File: config.mk
export PLATFORM = sky130hd
export DESIGN_NAME = sobm_front
export DESIGN_NICKNAME = d
export VERILOG_FILES = /design/src/hw/rtl/sobm_pkg.sv /design/src/hw/rtl/sobm_front.sv
export VERILOG_INCLUDE_DIRS = /design/src /design/src/hw/rtl
export SDC_FILE = /design/constraint.sdc
export NUM_CORES = 1
export LEC_CHECK = 0
export BUFFER_PORTS_ARGS = -buffer_cell sky130_fd_sc_hd__buf_2
export CAP_MARGIN = 10
export CELL_PAD_IN_SITES_DETAIL_PLACEMENT = 1
export CELL_PAD_IN_SITES_GLOBAL_PLACEMENT = 2
export CORE_MARGIN = 1.5
export CORE_UTILIZATION = 30
export CTS_CLUSTER_DIAMETER = 120
export DETAILED_ROUTE_END_ITERATION = 6
export GPL_TIMING_DRIVEN = 0
export PLACE_DENSITY = 0.84
export SYNTH_ARGS = -nofsm -noshare
export SYNTH_HDL_FRONTEND = slang
export SYNTH_SLANG_ARGS = --single-unit
File: constraint.sdc
create_clock -name clk -period 4.7 [get_ports clk]
set_input_delay 0.94 -clock clk [delete_from_list [all_inputs] [get_ports clk]]
set_output_delay 0.94 -clock clk [all_outputs]
set_load 0.02 [all_outputs]
File: src/hw/rtl/sobel_edge_magnitude_3x3_defines.svh
// ----------------------------------------------------------------------------
// Sobel edge magnitude assertion macros
// Shared property forms for the checks at the end of the RTL modules.
// ----------------------------------------------------------------------------
`ifndef SOBEL_EDGE_MAGNITUDE_3X3_DEFINES_SVH
`define SOBEL_EDGE_MAGNITUDE_3X3_DEFINES_SVH

// same-cycle implication, sampled on clk, off during rst
`define SOBM_ASSERT(label, ante, cons, msg) \
  label: assert property (@(posedge clk) disable iff (rst) (ante) |-> (cons)) \
    else $error(msg);

// next-cycle implication, sampled on clk, off during rst
`define SOBM_ASSERT_NEXT(label, ante, cons, msg) \
  label: assert property (@(posedge clk) disable iff (rst) (ante) |=> (cons)) \
    else $error(msg);

`endif

File: src/hw/rtl/sobm_pkg.sv
// ----------------------------------------------------------------------------
// Sobel edge magnitude package
// Shared constants, register indexes and the front-to-back flag bundle.
// ----------------------------------------------------------------------------
package sobm_pkg;

  localparam int MAX_WIDTH_DEFAULT   = 2048;
  localparam int QUEUE_DEPTH_DEFAULT = 4;

  // configuration register indexes
  localparam logic CFG_IMAGE_WIDTH  = 1'b0;
  localparam logic CFG_IMAGE_HEIGHT = 1'b1;

  localparam logic [11:0] IMAGE_WIDTH_RESET  = 12'd640;
  localparam logic [15:0] IMAGE_HEIGHT_RESET = 16'd480;

  localparam logic [16:0] IN_ROW_MAX = 17'h1FFFF;
  localparam logic [7:0]  MAG_MAX    = 8'd255;
  localparam logic [20:0] SAT_LIMIT  = 21'd65025;   // 255 squared

  // per-item classification made by the front end
  typedef struct packed {
    logic emit;         // item releases a result
    logic first_col;    // input column is zero: newest column is off the image
    logic mask_left;    // result pixel sits on the left border
    logic mask_right;   // result pixel sits on the right border
    logic mask_top;     // result pixel sits on the top row
    logic mask_bottom;  // result pixel sits on the bottom row
    logic last;         // result is the final pixel of the frame
  } flags_t;

endpackage

File: src/hw/rtl/sobm_front.sv
// ----------------------------------------------------------------------------
// Sobel edge magnitude front end
// Tracks input and output positions, gates the pixel and classifies each item.
// ----------------------------------------------------------------------------
`include "sobel_edge_magnitude_3x3_defines.svh"

module sobm_front #(
  parameter int MAX_WIDTH = sobm_pkg::MAX_WIDTH_DEFAULT
) (
  input  logic                         clk,
  input  logic                         rst,
  input  logic                         accept,
  input  logic                         cmd,
  input  logic [7:0]                   gray,
  input  logic [11:0]                  image_width,
  input  logic [15:0]                  image_height,
  output logic [7:0]                   pix,
  output logic [$clog2(MAX_WIDTH)-1:0] idx,
  output sobm_pkg::flags_t             flags
);

  localparam int IW = $clog2(MAX_WIDTH);
  localparam int CW = $clog2(MAX_WIDTH + 1);

  logic [IW-1:0] in_column;
  logic [16:0]   in_row;
  logic [IW-1:0] out_column;
  logic [15:0]   out_row;

  logic [CW-1:0] w_used;
  logic [15:0]   h_used;
  logic          ic_end;
  logic          oc_end;
  logic          orow_end;
  logic          in_frame;
  logic          emit;
  logic          last;

  always_comb begin
    if (image_width == '0) begin
      w_used = CW'(1);
    end else if (32'(image_width) > 32'(MAX_WIDTH)) begin
      w_used = CW'(MAX_WIDTH);
    end else begin
      w_used = CW'(image_width);
    end
    h_used   = (image_height == '0) ? 16'd1 : image_height;
    ic_end   = (CW'(in_column) + CW'(1)) >= w_used;
    oc_end   = (CW'(out_column) + CW'(1)) >= w_used;
    orow_end = (17'(out_row) + 17'd1) >= 17'(h_used);
    in_frame = in_row < 17'(h_used);
    emit     = (in_row >= 17'd2) || ((in_row == 17'd1) && (in_column != '0));
    last     = emit && orow_end && oc_end;
  end

  // a flush inside the frame and any item past the frame carry a zero pixel
  assign pix = (!cmd && in_frame) ? gray : 8'd0;
  assign idx = in_column;

  always_comb begin
    flags.emit        = emit;
    flags.first_col   = (in_column == '0);
    flags.mask_left   = (out_column == '0);
    flags.mask_right  = oc_end;
    flags.mask_top    = (out_row == '0);
    flags.mask_bottom = orow_end;
    flags.last        = last;
  end

  always_ff @(posedge clk) begin
    if (rst) begin
      in_column  <= '0;
      in_row     <= '0;
      out_column <= '0;
      out_row    <= '0;
    end else if (accept) begin
      if (last) begin
        // frame done: rewind every position
        in_column  <= '0;
        in_row     <= '0;
        out_column <= '0;
        out_row    <= '0;
      end else begin
        if (emit) begin
          if (oc_end) begin
            out_column <= '0;
            out_row    <= out_row + 16'd1;
          end else begin
            out_column <= out_column + IW'(1);
          end
        end
        if (ic_end) begin
          in_column <= '0;
          if (in_row != sobm_pkg::IN_ROW_MAX) begin
            in_row <= in_row + 17'd1;
          end
        end else begin
          in_column <= in_column + IW'(1);
        end
      end
    end
  end

  `SOBM_ASSERT(a_last_emits, accept && flags.last, flags.emit, "last without a result")
  `SOBM_ASSERT_NEXT(a_last_rewinds, accept && flags.last,
    in_column == '0 && in_row == '0 && out_column == '0 && out_row == '0,
    "positions not rewound after last")

endmodule

# == Word-level counts from Yosys, hierarchy flattened ==
# Index checks and enable logic that the tools add are counted.
# word_totals
mem_bits_ro,0
memories,0
mem_bits_rw,0
regBits,55
out_inout_bits,26
latch_bits,0
word_cells,53
inputBits,40
# op_classes
mul,0
shifts,0
n_bitwise,0
n_eq_ne,2
add_sub_neg,7
div_mod_pow,0
reduce_logical,19
magnitude_cmp,6
n_mux,15
# op_table
operator,n
$mux 16,4
$mux 11,5
$mux 17,3
$logic_not 16->1,2
$add 11x1->12 const B,2
$ge 12x12->1,2
$mux 12,2
$add 11x1->11 const B,2
$logic_not 11->1,2
$add 16x1->17 const B,1
$add 17x1->17 const B,1
$eq 17x1->1 const B,1
$ge 17x16->1,1
$ge 17x2->1 const B,1
$lt 17x16->1,1
$ne 17x17->1 const B,1
$add 16x1->16 const B,1
$gt 12x12->1 const B,1
$logic_not 12->1,1
$reduce_bool 11->1,1
$mux 8,1
$reduce_bool 2->1,4
$reduce_and 3->1,2
$logic_and 1x1->1,4
3 further kinds,3

# == Depth between registers and ports, before layout ==
# logic_depth
depth_word,7
mapped_depth,18
mapped_depth_nobuf,14

# == Least setup slack after synthesis ==
# Ideal clock, no wire load.
# synth_path
path_type,register to output
startpoint,register out_row[0]
endpoint,output flags[0] (netlist bit)
path_buffers,1
path_slack_ns,0.772
arrival_time_ns,2.988
path_stages_with_launch,14
required_time_ns,3.760
path_cell_list,dfxtp_1 -> ha_1 -> nand4_2 -> nor3_2 -> nand3_1 -> nor2_1 -> xor2_1 -> ha_1 -> a21o_1 -> o21ai_0 -> o311ai_4 -> o211ai_2 -> inv_1 -> buf_4
# synth_via
elab_chain_len,4
# synth_lines
element,line_no,source
start: declaration,sobm_front.sv:28,logic [15:0] out_row;
start signal: assignment,sobm_front.sv:87,out_row <= out_row + 16'd1;
$add 16x1->17,sobm_front.sv:50,orow_end = (17'(out_row) + 17'd1) >= 17'(h_used);
$ge 17x16->1,sobm_front.sv:50,
$logic_and 1x1->1 (2 in a row),sobm_front.sv:53,last = emit && orow_end && oc_end;
end: declaration,sobm_front.sv:19,output sobm_pkg::flags_t flags
# Every way passes these cells.

# == Worst setup path in the final report ==
# layout_path
startpoint,register out_row[1]
endpoint,output flags[0] (netlist bit)
# Same word-level chain as after synthesis.

==> metrics.md <==
| Metric | Value |
|---|---|
| Crit path launch type | `flip-flop` |
| Post-route antenna net violation count | `0` |
| Synthesis-stage register bit count | `55` |
| Cell Count, Final, Fillers Out | `927` |
| Xor/xnor cell area share of the yosys netlist | `5.62%` |
| Inst Count DP | `916` |
| Hold crit path type | `flip-flop to flip-flop` |
| Starting Density | `31.1%` |
| DRC viols | `0` |
| Status | `finished clean` |
| Rel. slew slack | `25.2%` |
| Initial antenna violation count | `0` |
| Main synth FF type | `dfxtp_1` |
| Crit path required time | `3.76 ns` |
| Worst Path Max Fanout | `5` |
| First-pass GRT wire length | `27,400 microns` |
| Hold Buf Count CTS | `0` |
| Dpl hpwl | `13,300 microns` |
| Total wire length | `16,700 microns` |
| Cell count after synthesis | `636` |
| CTS tree | `done` |
| Top Metal Used | `met4` |
| Actual slew at the worst max-slew pin | `1.11 ns` |
| Worst vdd ir | `105 uV` |
| Max Freq | `221 MHz` |
| Max cap viols | `0` |
| Die Y | `132 microns` |
| Area Overhead vs Synth | `16.4%` |
| Ys Warns | `0` |
| Routed length on met1 | `7540 microns` |
| Routed WL per cell | `18.0 microns` |
| Remaining global-route overflow | `0` |
| Asr flop ratio synth | `0%` |
| CTS Sinks | `55` |
| Synthesized area | `0.00499 sq mm` |
| Final Hold Fails | `0` |
| Main combinational cell family by area after synthesis | `simple AND/OR/NAND/NOR gates` |
| Lkg Pwr | `0.00265 uW` |
| Syn nets | `741` |
| Max Slew Vio Count | `0` |
| CP arrival | `3.58 ns` |
| Setup TNS Final | `0 ns` |
| Fin crit period | `4.52 ns` |
| PortBufs | `64` |
| Clock network latency to the later pin of the worst-skew pair | `0.31 ns` |
| FF-to-FF setup slack | `0.62 ns` |
| CTS Buffer Depth | `2` |
| Met2 WL | `8340 microns` |
| Nets@finish | `815` |
| Iter 0 DRT Violations | `230` |
| Post-synth EDFFs | `0` |
| Initial DRT Pass Iterations | `5` |
| Routability cong. | `0.889` |
| Die X | `132 microns` |
| Clock-pin transition on the worst setup and hold timing paths | `0.07 ns` |
| Syn_area_per_cell | `7.85 sq um` |
| IO Pins | `66` |
| Num CTS Buffers | `5` |
| Critical Path End Type | `primary output` |
| Register area share after synthesis | `22.1%` |
| Compound-cell area share of the yosys netlist | `17.7%` |
| Worst Skew | `0.00780 ns` |
| Dpl cell area | `0.00558 sq mm` |
| RSZ-0062 raised after global routing | `no` |
| Power density cells | `173 mW/mm^2` |
| Site row count | `46` |
| Largest net degree at the start of global routing | `17` |
| Final setup fails | `0` |
| H-tree depth | `2` |
| Metal3 WL | `490 microns` |
| Cell variety after synth | `65` |
| Vias | `5,142` |
| Ant. Diodes | `0` |
| Number of global-route vias before repair | `5,368` |
| Synth Area in Simple Gates | `31.3%` |
| Core footprint | `0.0161 sq mm` |
| Share of layout cells above drive strength 1 | `16.9%` |
| Post-synthesis adder-cell area fraction | `16.3%` |
| Gr usage total | `19.3%` |
| Post-synthesis mux area share | `0%` |
| Crit path kind | `flip-flop to primary output` |
| CTS root buffer | `clkbuf_16` |
| Routed vias/inst | `5.55` |
| Post-route cell area | `0.00581 sq mm` |
| Final Cycle Share | `96.1%` |
| Area of the die | `0.0174 sq mm` |
-- sequential cells by signal (all words and copies together) (netlist names) --
register / cells
in_row: 17
idx: 11
out_column: 11
out_row: 16
-- metrics by stage --
step                utilization, %  power [uW]  hold slack (ns)  worst slack [ns]
finish                        36.2        1000            0.509             0.182
global route                  36.2        1040            0.541            0.0155
CTS                           35.9        1010            0.511            0.0534
detailed placement            34.8         625            0.500            -0.114
global placement              34.8         617            0.490           -0.0431
floorplan                        -         564            0.461             0.772
-- cells by family (layout without fill, tap and decap cells) --
kind of cell,Yosys count,after routing
AO/OA/AOI/OAI,127,127
XOR/XNOR,32,32
adder cells (fa/ha/maj),65,65
buffers and inverters,78,153
flip-flops,55,55
AND/OR/NAND/NOR,279,279
-- routing by layer --
metal | up-vias | global-route usage [%]
met5 | - | 0
met4 | 0 | 6.23
met3 | 22 | 2.38
met2 | 81 | 34.3
met1 | 2556 | 24.0
li1 | 2483 | -
-- critical path, stage by stage, from the launching register on --
cell      delay, ns
dfxtp_1        0.42
ha_2           0.28
nand4_2        0.18
nor3_4         0.19
nand3_2        0.15
nor2_1         0.18
xor2_1         0.24
ha_1           0.32
a21o_1         0.18
o21ai_1        0.23
o311ai_4       0.19
o211ai_4       0.27
inv_1          0.14
buf_4          0.15
buf_2          0.15
-- synth_stat cells, types with 4 or more instances --
cell type  count  area, sq um
xor2_1        17          149
nor3_1        11         55.1
nand2_1       52          195
a22o_1         5         43.8
o31ai_1        5         37.5
a31oi_1        8         50.1
a21o_1        12         90.1
inv_1         41          154
ha_1          65          813
a22oi_1        6         45.0
a21oi_1       44          220
xnor2_1       15          131
o311ai_1       6         52.6
nor2b_1        4         25.0
buf_2         10         50.1
nand2b_1      12         75.1
and3_1        13         81.3
nand3b_1      14          105
buf_4          6         45.0
o21ai_0       15         75.1
nor4_1        13         81.3
clkbuf_1      17         63.8
nand4_1       43          269
a211oi_1       4         30.0
nor3b_1        5         37.5
dfxtp_1       55         1100
nand3_1       37          185
nor4b_1        4         35.0
nor2_1        41          154
and2_1        11         68.8
-- power by group --
part           switching (uW)  internal, uW  total, uW
combinational            90.3          52.6        143
clock                     193           198        391
sequential               3.03           467        470
total                     286           718       1000
-- area by class of cell --
| cell class | instances | area, sq um |
|---|---|---|
| clock buffer | 6 | 129 |
| timing repair buffer | 69 | 358 |
| sequential | 55 | 1100 |
| fill | 1978 | 10200 |
| inverter | 41 | 154 |
| tap | 216 | 270 |
| buffer | 35 | 189 |
| multi-input combinational | 503 | 3590 |
| clock inverter | 2 | 12.5 |
-- path summary, 6_finish.rpt --
check | from | endpoint | cells past startpoint
hold reg to reg | out_column[9]$_SDFFE_PP0P_ | out_column[9]$_SDFFE_PP0P_ | 2
hold / removal | out_column[9]$_SDFFE_PP0P_ | out_column[9]$_SDFFE_PP0P_ | 2
setup reg to reg | out_row[1]$_SDFFE_PP0P_ | out_row[5]$_SDFFE_PP0P_ | 14
setup / recovery | out_row[1]$_SDFFE_PP0P_ | flags[0] | 14
-- cells in the final DEF (no fill, tap or decap), types with 5 or more instances in the layout --
cell type,n
nor4_1,13
and3_1,11
clkbuf_16,5
a21o_1,12
a21oi_1,44
and2_1,11
nand3_1,34
nor3_1,11
o311ai_1,6
a22oi_1,6
xor2_1,17
nand2b_1,12
buf_4,11
o21ai_0,14
nand3b_1,14
a31oi_1,8
o31ai_1,5
clkbuf_1,16
nor2_1,41
a22o_1,5
inv_1,41
nand4_1,43
dfxtp_1,53
ha_1,64
xnor2_1,14
nand2_1,51
nor3b_1,5
buf_2,74
-- timing repair --
item,in CTS,in global routing
setup endpoints to repair,2,3
buffers inserted,3,2
gates resized for setup,6,8
pin swaps,1,1
(Power assumes the default switching activity.)
