### src/hw/rtl/sobel_edge_magnitude_3x3_defines.svh
// ----------------------------------------------------------------------------
// Sobel edge magnitude assertion macros
// Shared property forms for the checks at the end of the RTL modules.
// ----------------------------------------------------------------------------
`ifndef SOBEL_EDGE_MAGNITUDE_3X3_DEFINES_SVH
`define SOBEL_EDGE_MAGNITUDE_3X3_DEFINES_SVH

// same-cycle implication, sampled on clk, off during rst
`define SOBM_ASSERT(label, ante, cons, msg) \
  label: assert property (@(posedge clk) disable iff (rst) (ante) |-> (cons)) \
    else $error(msg);

// next-cycle implication, sampled on clk, off during rst
`define SOBM_ASSERT_NEXT(label, ante, cons, msg) \
  label: assert property (@(posedge clk) disable iff (rst) (ante) |=> (cons)) \
    else $error(msg);

`endif

### src/hw/rtl/sobm_pkg.sv
// ----------------------------------------------------------------------------
// Sobel edge magnitude package
// Shared constants, register indexes and the front-to-back flag bundle.
// ----------------------------------------------------------------------------
package sobm_pkg;

  localparam int MAX_WIDTH_DEFAULT   = 2048;
  localparam int QUEUE_DEPTH_DEFAULT = 4;

  // configuration register indexes
  localparam logic CFG_IMAGE_WIDTH  = 1'b0;
  localparam logic CFG_IMAGE_HEIGHT = 1'b1;

  localparam logic [11:0] IMAGE_WIDTH_RESET  = 12'd640;
  localparam logic [15:0] IMAGE_HEIGHT_RESET = 16'd480;

  localparam logic [16:0] IN_ROW_MAX = 17'h1FFFF;
  localparam logic [7:0]  MAG_MAX    = 8'd255;
  localparam logic [20:0] SAT_LIMIT  = 21'd65025;   // 255 squared

  // per-item classification made by the front end
  typedef struct packed {
    logic emit;         // item releases a result
    logic first_col;    // input column is zero: newest column is off the image
    logic mask_left;    // result pixel sits on the left border
    logic mask_right;   // result pixel sits on the right border
    logic mask_top;     // result pixel sits on the top row
    logic mask_bottom;  // result pixel sits on the bottom row
    logic last;         // result is the final pixel of the frame
  } flags_t;

endpackage

### src/hw/rtl/sobm_queue.sv
// ----------------------------------------------------------------------------
// Sobel edge magnitude queue
// Small flop FIFO between the front end and the back end.
// ----------------------------------------------------------------------------
`include "sobel_edge_magnitude_3x3_defines.svh"

module sobm_queue #(
  parameter int WIDTH = 8,
  parameter int DEPTH = sobm_pkg::QUEUE_DEPTH_DEFAULT
) (
  input  logic             clk,
  input  logic             rst,
  input  logic             push,
  input  logic [WIDTH-1:0] wdata,
  input  logic             pop,
  output logic [WIDTH-1:0] rdata,
  output logic             not_empty,
  output logic             full
);

  localparam int PW = (DEPTH > 1) ? $clog2(DEPTH) : 1;
  localparam int CNTW = $clog2(DEPTH + 1);

  logic [WIDTH-1:0] slots [DEPTH];
  logic [PW-1:0]    wr_ptr;
  logic [PW-1:0]    rd_ptr;
  logic [CNTW-1:0]  count;

  assign not_empty = (count != '0);
  assign full      = (count == CNTW'(DEPTH));
  assign rdata     = slots[rd_ptr];

  always_ff @(posedge clk) begin
    if (push) begin
      slots[wr_ptr] <= wdata;
    end
  end

  always_ff @(posedge clk) begin
    if (rst) begin
      wr_ptr <= '0;
      rd_ptr <= '0;
      count  <= '0;
    end else begin
      if (push) begin
        wr_ptr <= (wr_ptr == PW'(DEPTH - 1)) ? '0 : wr_ptr + PW'(1);
      end
      if (pop) begin
        rd_ptr <= (rd_ptr == PW'(DEPTH - 1)) ? '0 : rd_ptr + PW'(1);
      end
      case ({push, pop})
        2'b10:   count <= count + CNTW'(1);
        2'b01:   count <= count - CNTW'(1);
        default: count <= count;
      endcase
    end
  end

  `SOBM_ASSERT(a_no_overrun, push, !full || pop, "queue pushed while full")
  `SOBM_ASSERT(a_no_underrun, pop, not_empty, "queue popped while empty")

endmodule

### config.mk
export PLATFORM = sky130hd
export DESIGN_NAME = sobm_queue
export DESIGN_NICKNAME = d
export VERILOG_FILES = /design/src/hw/rtl/sobm_pkg.sv /design/src/hw/rtl/sobm_queue.sv
export VERILOG_INCLUDE_DIRS = /design/src /design/src/hw/rtl
export SDC_FILE = /design/constraint.sdc
export NUM_CORES = 1
export LEC_CHECK = 0
export ABC_AREA = 1
export BUFFER_PORTS_ARGS = -buffer_cell sky130_fd_sc_hd__buf_2
export CAP_MARGIN = 20
export CORE_MARGIN = 2
export CORE_UTILIZATION = 55
export CTS_CLUSTER_SIZE = 16
export DETAILED_ROUTE_END_ITERATION = 12
export PLACE_DENSITY = 0.77
export SLEW_MARGIN = 40
export SYNTH_ARGS = -nofsm -noshare
export SYNTH_HDL_FRONTEND = slang
export SYNTH_SLANG_ARGS = --single-unit
export TNS_END_PERCENT = 100
### constraint.sdc
create_clock -name clk -period 2.4 [get_ports clk]
set_clock_uncertainty 0.1 [all_clocks]
set_input_delay 0.24 -clock clk [delete_from_list [all_inputs] [get_ports clk]]
set_output_delay 0.24 -clock clk [all_outputs]
set_load 0.01 [all_outputs]
; ---- Word-level counts from Yosys, hierarchy flattened
; Memory sizes are Yosys's and may differ from the RTL's. A register that Yosys moved wholly into a read port is not among the register bits.
; Index checks and enable logic that the tools add are counted.
[word_totals]
ff_bits = 7
ramBits = 32
input_bits = 12
elab_cells = 22
memories = 1
[memory_table]
columns = name, words, word_bits, read_ports, rd_clocked_by_memory_dff, write_ports, line_no
row1 = slots, 4, 8, 1, 1, 1, sobm_queue.sv:24  ; logic [WIDTH-1:0] slots [DEPTH];
[op_classes]
addsub = 4
eq_ne = 5
muxes = 7
reduce_logical = 2
[ops]
columns = operator, count
row1 = $mux W2, 4
row2 = $eq A2 B2 Y1 const B, 3
row3 = $pmux W3 S2, 1
row4 = $add A2 B1 Y2 const B, 2
row5 = $add A3 B1 Y3 const B, 1
row6 = $eq A3 B3 Y1 const B, 1
row7 = $reduce_bool A3 Y1, 1
row8 = $sub A3 B1 Y3 const B, 1
row9 = $eq A2 B1 Y1 const B, 1
row10 = $mux W1, 2
row11 = $reduce_bool A2 Y1, 1

; ---- Depth between registers and ports, before layout
; Gate-level depths: netlist of the first run.
[logic_depth]
depth_word = 4
mapped_depth = 8
depth_no_buf = 8

; ---- Least setup slack after synthesis of the first run
; No wires, ideal clock.
[synth_path]
path_kind = input port to flip-flop
from = in push
to = reg count[2]
setup_ns = 0.064
arrival_time_ns = 1.230
setup_slack_ns = 1.006
path_stages = 8
path_buffers = 0
cell_sequence = inv_1 ha_1 fa_1 nand2_1 nand2_1 nor2_1 nor2_1 nor2_1
[synth_between]
elab_chain_cells = 2
[synth_lines]
columns = item, line_no
row1 = "start, declared", sobm_queue.sv:13  ; input logic push,
row2 = $eq A2 B1 Y1 / $eq A2 B2 Y1 (equally long branches), sobm_queue.sv:51  ; case ({push, pop})
row3 = $pmux W3 S2 / $reduce_bool A2 Y1 (equally long branches), -
row4 = "end signal, assigned", sobm_queue.sv:52  ; 2'b10: count <= count + CNTW'(1);
row5 = "end signal, assigned", sobm_queue.sv:53  ; 2'b01: count <= count - CNTW'(1);
row6 = "end signal, assigned", sobm_queue.sv:54  ; default: count <= count;
row7 = "end, declared", sobm_queue.sv:27  ; logic [CNTW-1:0] count;
; Parallel ways exist; a longest one is shown, timed or not.
; A chain may end at the register's enable or synchronous reset.

==> results of run 1 <==
-- worst min path at each step --
| stage | slack (ps) | end | cells past startpoint |
|---|---|---|---|
| CTS | 0.3 | slots[2][1] | 1 |
| global route | 2 | slots[3][3] | 1 |
| floorplan | 210 | count[0] | 1 |
| global placement | 350 | slots[1][0] | 1 |
| detailed placement | 360 | slots[3][3] | 1 |
| finish | 20 | slots[3][0] | 1 |
-- report_power, final --
part	internal [W]	total, W	switching (W)	leakage (nW)
Sequential	0.000808	0.000836	0.0000276	0.369
Clock	0.000114	0.000311	0.000197	0.0293
Combinational	0.0000740	0.000185	0.000111	0.370
Total	0.000997	0.00133	0.000335	0.768
-- area by class of cell --
| cell class | count | area share |
|---|---|---|
| Clock inverter | 1 | 0.00265 |
| Multi-Input combinational cell | 79 | 0.234 |
| Tap cell | 31 | 0.0205 |
| Inverter | 15 | 0.0298 |
| Timing Repair Buffer | 27 | 0.0860 |
| Sequential cell | 41 | 0.604 |
| Clock buffer | 7 | 0.0238 |
-- stage by stage --
step	util	std cells	instance area, sq um	worst slack, ps
finish	0.674	201	1890	499
global route	0.674	201	1890	404
CTS	0.663	198	1860	459
detailed placement	0.638	188	1790	686
global placement	0.638	188	1790	815
floorplan	-	137	1660	1010
-- registers in the layout, summed over array words and instances, names as in the netlist, named ones only --
register,cells
wr_ptr,2
count,3
rd_ptr,2
slots,32
-- kinds of logic (layout without fill, tap and decap cells) --
logic type / after synthesis / count (layout) / synth area share
fa+ha+maj: 7 / 7 / 0.0572
xor+xnor: 2 / 2 / 0.0105
simple gates: 41 / 41 / 0.100
flops: 41 / 41 / 0.687
buf+inv: 17 / 50 / 0.0474
compound gates: 29 / 29 / 0.0979
-- cells in the final DEF (no fill, tap or decap), types with 2 or more instances in the layout --
| cell | synthesis | final |
|---|---|---|
| edfxtp_1 | 32 | 32 |
| nor2_1 | 24 | 24 |
| buf_2 | 0 | 21 |
| o21ai_0 | 15 | 15 |
| inv_1 | 14 | 14 |
| nand2_1 | 11 | 11 |
| dfxtp_1 | 9 | 9 |
| o22ai_1 | 8 | 8 |
| ha_1 | 6 | 6 |
| clkbuf_4 | 0 | 5 |
| dlygate4sd3_1 | 0 | 5 |
| nor2_2 | 3 | 3 |
| o21ai_1 | 2 | 2 |
| o21ai_2 | 2 | 2 |
| nor3_1 | 2 | 2 |
| a21oi_1 | 2 | 2 |
| clkbuf_1 | 0 | 2 |
-- worst max-delay path: cells and delay by family, from the launching register on --
family	cells	cell delay, ps
flip-flops	1	520
buffers and inverters	2	390
AO/OA/AOI/OAI	2	310
-- per-layer routing --
| metal | vias to the layer above | wire, microns | GRT usage |
|---|---|---|---|
| li1 | 536 | - | - |
| met1 | 511 | 1180 | 0.211 |
| met2 | 28 | 1490 | 0.317 |
| met3 | 6 | 152 | 0.0615 |
| met4 | 0 | 49 | 0.0747 |
| met5 | - | 0 | 0 |
==> results.ini, run 1 <==
[run_status]
status=finished with violations
violations=design-rule violations

[power_and_ir_drop]
p_leak_nw=0.768
peakVddDrop_v=0.000381
powerDensity_mw_per_mm2=704
finalPower_w=0.00133

[final_layout]
syn_to_final_growth_pct=13.8
seq_area_sq_mm=0.00114
multi_input_area_sq_um=442
n_fill_cell=209
diodes=0
fin_nets=188
layout-drive-gt1-share=0.200

[critical_path]
r2r_cells=6
crit_arrival_ps=1560
startpoint_type=flop
r2r_setup_slack_ps=970
cpPeakStageDelay_ps=520
critPathRequiredTime_ps=2060
rr_startpoint=count[0]
path_max_fanout=10
cp-endpoint=rdata[7]
worstPathCellList=buf_4 -> o21ai_0 -> o22ai_1 -> buf_2
crit_type=flop to output pin
crit_path_end_kind=output pin
r2r_end=count[2]
crit_slowest_cell=dfxtp_1

[logic_synthesis]
yosys_warnings=0
synth.distinct_cells=19
ys_top_cells_by_area=edfxtp_1, dfxtp_1, nor2_1, ha_1, o21ai_0
ys.flop_type=edfxtp_1
synthArstFlopShare=0
yosysMostFrequentCell=edfxtp_1
synth_top_area_cell=edfxtp_1
synth_edf_count=32
syn_inst=137
synth_nets=156
ys_ff_latch=41
synth_top_area_share=0.578
ys_seq_area_frac=0.687
synth.top_cells.by_count=edfxtp_1, nor2_1, o21ai_0
syn_area_sq_mm=0.00166
synth_area_per_cell_sq_um=12.1

[worst_hold_path]
hp-class=primary input to flop
hp-start=wdata[0]

[sta]
hold_viol=0
max_slew.worst_pin.slew_ps=372
fin_crit_sh=0.792
fmax_ghz=0.526
fin_tns_setup_ps=0
timing.hold.ws_ps=22.5
max_slew_margin=0.751
finalMaxSlewViolations=0
rsz0062_at_grt=no
finalCriticalPeriod_ps=1900
setup_viol=0

[routing]
vias_per_cell=5.38
antenna_left=0
vias=1081
dr.first_iter.drc_count=60
routedWlPerCell_microns=14.3
wl_mm=2.87
drc=2
dr.pass1.iters=8

[floorplanning]
dieWidth_microns=59.0
initial_utilization=0.592
io_pins=22
core_area_sq_mm=0.00281
die_y_microns=59.0
die_area_sq_mm=0.00348
rows=19

[cts]
cts.sinks=41
post_cts_resized=0
clock_path_buffers=2
post_cts_buffers=0
clockRootBuffer=clkbuf_4
cts_hold_buf=2
path_clk_slew_ps=110
clock_latency_ps=330
cts_inserted_buffers=5
cts_tree=done
h-tree-depth=2

[global_route]
antenna_found_initial=0
grt_max_degree=17
grt_pass1_wl_mm=4.57
grt_usage=0.185
grt_overflow=0
grt_pass1_vias=1037

[place]
dp_hpwl_mm=1.99
io_buffers=21
place_congestion=0.694

[flow_run]
maxCapViolCount=0

Note: power is estimated with default switching activity, not from simulation.
==> run 2: changes to the inputs <==
Settings changed: ABC_AREA 1 to 0, CORE_UTILIZATION 55 to 50, PLACE_DENSITY 0.77 to 0.74.
Clock period 2.4 ns to 1.7 ns, I/O delays scaled along.
==> results.ini, run 2 <==
[run_status]
status=finished with violations
violations=negative setup slack

[floorplanning]
rows=20  ; +1
die_y_microns=60.5  ; +2.7%
die_area_sq_mm=0.00366  ; +5.4%
dieWidth_microns=60.5  ; +2.7%
core_area_sq_mm=0.00305  ; +8.8%
io_pins=22  ; unchanged
initial_utilization=0.523  ; -0.0690

[final_layout]
fin_nets=142  ; -24%
n_fill_cell=229  ; +9.6%
seq_area_sq_mm=0.00114  ; +0.11%
stdcell_count=168  ; -16%
regMostFlops=slots
syn_to_final_growth_pct=21.6
multi_input_area_sq_um=425  ; -3.7%
final_cell_mix=edfxtp_1, buf_2, dlygate4sd3_1
layout-drive-gt1-share=0.323  ; +0.123
top_regs=slots (32), count (3)
largest_reg_flops=32  ; unchanged
diodes=0  ; unchanged
final_common_cell=edfxtp_1
fin_util=0.636  ; -0.0375
final_area_sq_mm=0.00194  ; +2.8%

[power_and_ir_drop]
p_leak_nw=0.728  ; -5.2%
finalPower_w=0.00194  ; +46%
peakVddDrop_v=0.000550  ; +44%
powerDensity_mw_per_mm2=998  ; +42%

[sta]
fin_crit_sh=1.04
setup_slack_ps=-60.3  ; -560 ps
setup_viol=8  ; +8
finalMaxSlewViolations=0  ; unchanged
rsz0062_at_grt=yes
max_slew_margin=0.706  ; -0.0456
finalCriticalPeriod_ps=1760
fmax_ghz=0.568
hold_viol=0  ; unchanged
max_slew.worst_pin.slew_ps=441  ; +68.9 ps

[logic_synthesis]
synth.distinct_cells=17  ; -2
synth_nets=105  ; -33%
yosys_warnings=0  ; unchanged
syn_inst=86  ; -37%
ys.flop_type=edfxtp_1
synth.top_cells.by_count=edfxtp_1, dfxtp_1, mux4_2
synth_top_area_cell=edfxtp_1
synthArstFlopShare=0  ; unchanged
yosysMostFrequentCell=edfxtp_1
synth_area_per_cell_sq_um=18.6  ; +53%
ys_ff_latch=41  ; unchanged
synth_top_area_share=0.601  ; +0.0231
ys_seq_area_frac=0.714  ; +0.0274
ys_top_cells_by_area=edfxtp_1, dfxtp_1, mux4_2, ha_1, mux2i_1
synth_edf_count=32  ; unchanged
syn_area_sq_mm=0.00160  ; -3.8%

[routing]
antenna_left=0  ; unchanged
vias=818  ; -24%
drc=0  ; -2
wl_mm=2.40  ; -16%
dr.pass1.iters=4  ; -4
routedWlPerCell_microns=14.3  ; +0.11%
vias_per_cell=4.87  ; -9.5%
dr.first_iter.drc_count=19  ; -68%

[cts]
cts_inserted_buffers=5  ; unchanged
path_clk_slew_ps=110  ; about the same
clock_latency_ps=330  ; about the same
post_cts_buffers=0  ; unchanged
clockRootBuffer=clkbuf_4
h-tree-depth=2  ; unchanged
clock_path_buffers=2  ; unchanged
cts.sinks=41  ; unchanged
cts_tree=done

[flow_run]
maxCapViolCount=0  ; unchanged

[global_route]
grt_pass1_vias=820  ; -21%
antenna_found_initial=0  ; unchanged
grt_usage=0.150  ; -0.0343
grt_max_degree=13  ; -4
grt_pass1_wl_mm=3.68  ; -19%
grt_overflow=0  ; unchanged

[place]
post_dp_cell_area_sq_mm=0.00177  ; -1.2%
dp_hpwl_mm=1.64  ; -18%
io_buffers=21  ; unchanged
placed_cells=151  ; -20%
place_congestion=0.719  ; +3.5%

[critical_path]
crit_type=flop to output pin
startpoint_type=flop
cpPeakStageDelay_ps=520  ; about the same
critPathRequiredTime_ps=1430  ; -630 ps
path_max_fanout=8  ; -2
worstPathCellList=buf_12 -> mux4_2 -> buf_6
crit_path_end_kind=output pin
crit_arrival_ps=1490  ; -70 ps
crit_slowest_cell=mux4_2

[worst_hold_path]
hp-class=primary input to flop

-- run 2: changes by cell type in the layout (fill, tap and decap cells not counted), sizes merged, moves of 3 or more --
| cell | change |
|---|---|
| nand2 | -11 |
| o22ai | -8 |
| and2 | +4 |
| dlygate4sd3 | +4 |
| o21ai | -18 |
| nor2 | -21 |
| nor3b | +3 |
| inv | -11 |
| mux4 | +8 |
| mux2i | +3 |
-- run 2: cell families (layout without fill, tap and decap cells) --
group	Yosys count	after routing	share of synthesized area
AOI/OAI and AO/OA	4	4	0.0125
muxes	11	11	0.132
and+or+nand+nor	15	15	0.0517
adders and majority gates	7	7	0.0595
xor gates and xnor gates	2	2	0.0110
DFF	41	41	0.714
buffers and inverters	6	44	0.0196
-- run 2: through the flow --
step	setup WS [ps]	hold WS, ps	setup TNS (ps)
after floorplan	187	139	0
after global placement	72.2	280	0
after detailed placement	22.1	295	0
after CTS	-85.3	47.4	-555
after global routing	-127	84.0	-863
final	-60.3	53.8	-333
-- run 2: critical path: cells and delay by family, from the launching register on --
family,cells,cell delay [ps]
buffers and inverters,2,270
DFF,1,360
muxes,1,520
-- run 2: worst paths after layout --
| check | slack [ps] | depth (start not counted) | from | endpoint |
|---|---|---|---|---|
| min reg2reg | 420 | 2 | count[2] | count[2] |
| min | 50 | 4 | push | wr_ptr[0] |
| max | -60 | 3 | flop | rdata[0] |
| max reg2reg | 140 | 4 | count[0] | count[2] |
-- run 2: power by group --
part           total (W)  switching (W)  internal, W
combinational   0.000243       0.000110     0.000133
clock           0.000530       0.000290     0.000240
sequential       0.00117      0.0000326      0.00113
total            0.00194       0.000432      0.00151
-- run 2: final cells by class --
class	instances	area share
tap	44	0.0283
clock buffer	7	0.0335
clock inverter	1	0.00258
multi-input combinational	39	0.219
sequential	41	0.588
inverter	4	0.00773
timing repair buffer	32	0.121
-- run 2: layer usage --
metal / GRT usage / share of wire / up-vias
met2: 0.256 / 0.49 / 22
li1: - / - / 397
met4: 0.0652 / 0.020 / 0
met5: 0 / 0 / -
met3: 0.0661 / 0.055 / 4
met1: 0.164 / 0.43 / 395
-- run 2: repair_timing --
action	4_1_cts	5_1_grt
resized for setup	1	2
hold buffers	9	0
endpoints found under the setup margin	8	8
cloned	0	0
endpoints found under the hold margin	41	0
==> run 3: changes to the inputs <==
Settings changed: BUFFER_PORTS_ARGS -buffer_cell sky130_fd_sc_hd__buf_2 to -buffer_cell sky130_fd_sc_hd__clkbuf_2.
==> results.ini, run 3 (synthesized netlist as in run 2, its figures left out) <==
[run_status]
status=finished with violations
violations=negative setup slack

[global_route]
grt_pass1_wl_mm=3.88  ; +5.6%
antenna_found_initial=0  ; unchanged
grt_pass1_vias=861  ; +5.0%
grt_max_degree=13  ; unchanged
grt_overflow=0  ; unchanged
grt_usage=0.157  ; +0.00707

[sta]
finalMaxSlewViolations=0  ; unchanged
setup_viol=8  ; unchanged
fin_crit_sh=1.03  ; -0.00395
finalCriticalPeriod_ps=1750  ; -6.72 ps
timing.hold.ws_ps=54.9  ; +1.12 ps
rsz0062_at_grt=yes
max_slew_margin=0.709  ; +0.00282
max_slew.worst_pin.slew_ps=437  ; -4.24 ps
hold_viol=0  ; unchanged
setup_slack_ps=-53.6  ; +6.72 ps
fmax_ghz=0.570  ; +0.38%

[routing]
drc=0  ; unchanged
vias=825  ; +0.86%
routedWlPerCell_microns=14.4  ; +1.1%
wl_mm=2.42  ; +1.1%
antenna_left=0  ; unchanged
dr.pass1.iters=4  ; unchanged
dr.first_iter.drc_count=17  ; -2
vias_per_cell=4.91  ; +0.86%

[critical_path]
startpoint_type=flop
cpPeakStageDelay_ps=500  ; -20 ps
cp_top_family=multiplexers
crit_slowest_cell=mux4_2
path_buf_inv=2  ; unchanged
crit_path_end_kind=output pin
r2r_cells=4  ; unchanged
crit_type=flop to output pin
worstPathCellList=buf_12 -> mux4_2 -> clkbuf_2
path_max_fanout=8  ; unchanged
crit_cells=3  ; unchanged
critPathRequiredTime_ps=1430  ; about the same
crit_arrival_ps=1480  ; about the same

[final_layout]
layout-drive-gt1-share=0.323  ; unchanged
largest_reg_flops=32  ; unchanged
fin_nets=142  ; unchanged
final_common_cell=edfxtp_1
diodes=0  ; unchanged
final_area_sq_mm=0.00194  ; -0.32%
regMostFlops=slots
syn_to_final_growth_pct=21.2
final_cell_mix=edfxtp_1, clkbuf_2, dlygate4sd3_1
top_regs=slots (32), count (3)

[place]
dp_hpwl_mm=1.67  ; +2.3%
post_dp_cell_area_sq_mm=0.00177  ; unchanged
place_congestion=0.702  ; -2.3%
io_buffers=21  ; unchanged

[floorplanning]
core_area_sq_mm=0.00305  ; unchanged
dieWidth_microns=60.5  ; unchanged
die_area_sq_mm=0.00366  ; unchanged
rows=20  ; unchanged
io_pins=22  ; unchanged
initial_utilization=0.523  ; unchanged
die_y_microns=60.5  ; unchanged

[cts]
cts_tree=done
clockRootBuffer=clkbuf_4
post_cts_buffers=0  ; unchanged
cts_inserted_buffers=5  ; unchanged
cts.sinks=41  ; unchanged
clock_path_buffers=2  ; unchanged
path_clk_slew_ps=110  ; about the same
clock_latency_ps=340  ; about the same
h-tree-depth=2  ; unchanged

[power_and_ir_drop]
p_leak_nw=0.729  ; +0.15%
peakVddDrop_v=0.000443  ; -19%
powerDensity_mw_per_mm2=1000  ; +0.40%
finalPower_w=0.00194  ; about the same

[worst_hold_path]
min_path_cells=4  ; unchanged
hp-class=primary input to flop

[flow_run]
maxCapViolCount=0  ; unchanged

==> run 3: worst paths after layout <==
check | slack, ps | from | endpoint
worst min register to register | 410 | count[2] | count[2]
worst min-delay path | 50 | push | wr_ptr[0]
worst max register to register | 140 | count[0] | count[2]
worst max-delay path | -50 | flop | rdata[3]
==> run 3: worst register-to-register path: stages (launching register included) <==
cell     delay, ps
dfxtp_1        370
fa_1           440
xnor2_1        140
or3_1          320
a21oi_1        140
==> run 3: metrics by stage <==
| stage | TNS, ps | utilization | instances | setup WS [ps] |
|---|---|---|---|---|
| final | -336 | 0.634 | 168 | -53.6 |
| after global routing | -890 | 0.634 | 168 | -124 |
| after CTS | -574 | 0.632 | 168 | -83.0 |
| after detailed placement | -5.87 | 0.580 | 151 | -5.87 |
| after global placement | 0 | 0.580 | 151 | 69.8 |
| after floorplan | 0 | - | 86 | 187 |
==> run 3: routing by layer <==
layer  wire, microns  GRT usage  vias to the layer above  part of all wire
li1                -          -                      399                 -
met1            1010      0.173                      399              0.42
met2            1240      0.266                       21              0.51
met3             113     0.0661                        6             0.047
met4              55     0.0745                        0             0.023
met5               0          0                        -                 0
==> run 3: cell type report <==
type	instances	area, sq um
sequential	41	1140
clock buffer	7	65.1
multi-input combinational	39	425
inverter	4	15.0
fill	248	1120
clock inverter	1	5.00
tap	44	55.1
timing repair buffer	32	229
==> run 3: power by group <==
| group | switching (W) | internal [W] | total [W] |
|---|---|---|---|
| clock | 0.000295 | 0.000240 | 0.000535 |
| sequential | 0.0000317 | 0.00113 | 0.00116 |
| combinational | 0.000111 | 0.000129 | 0.000241 |
==> run 3: timing repair <==
item	in CTS	in global routing
hold buffers	9	0
gates resized for setup	1	2
setup endpoints to repair	8	8
hold endpoints to repair	41	0
pin swaps	0	0
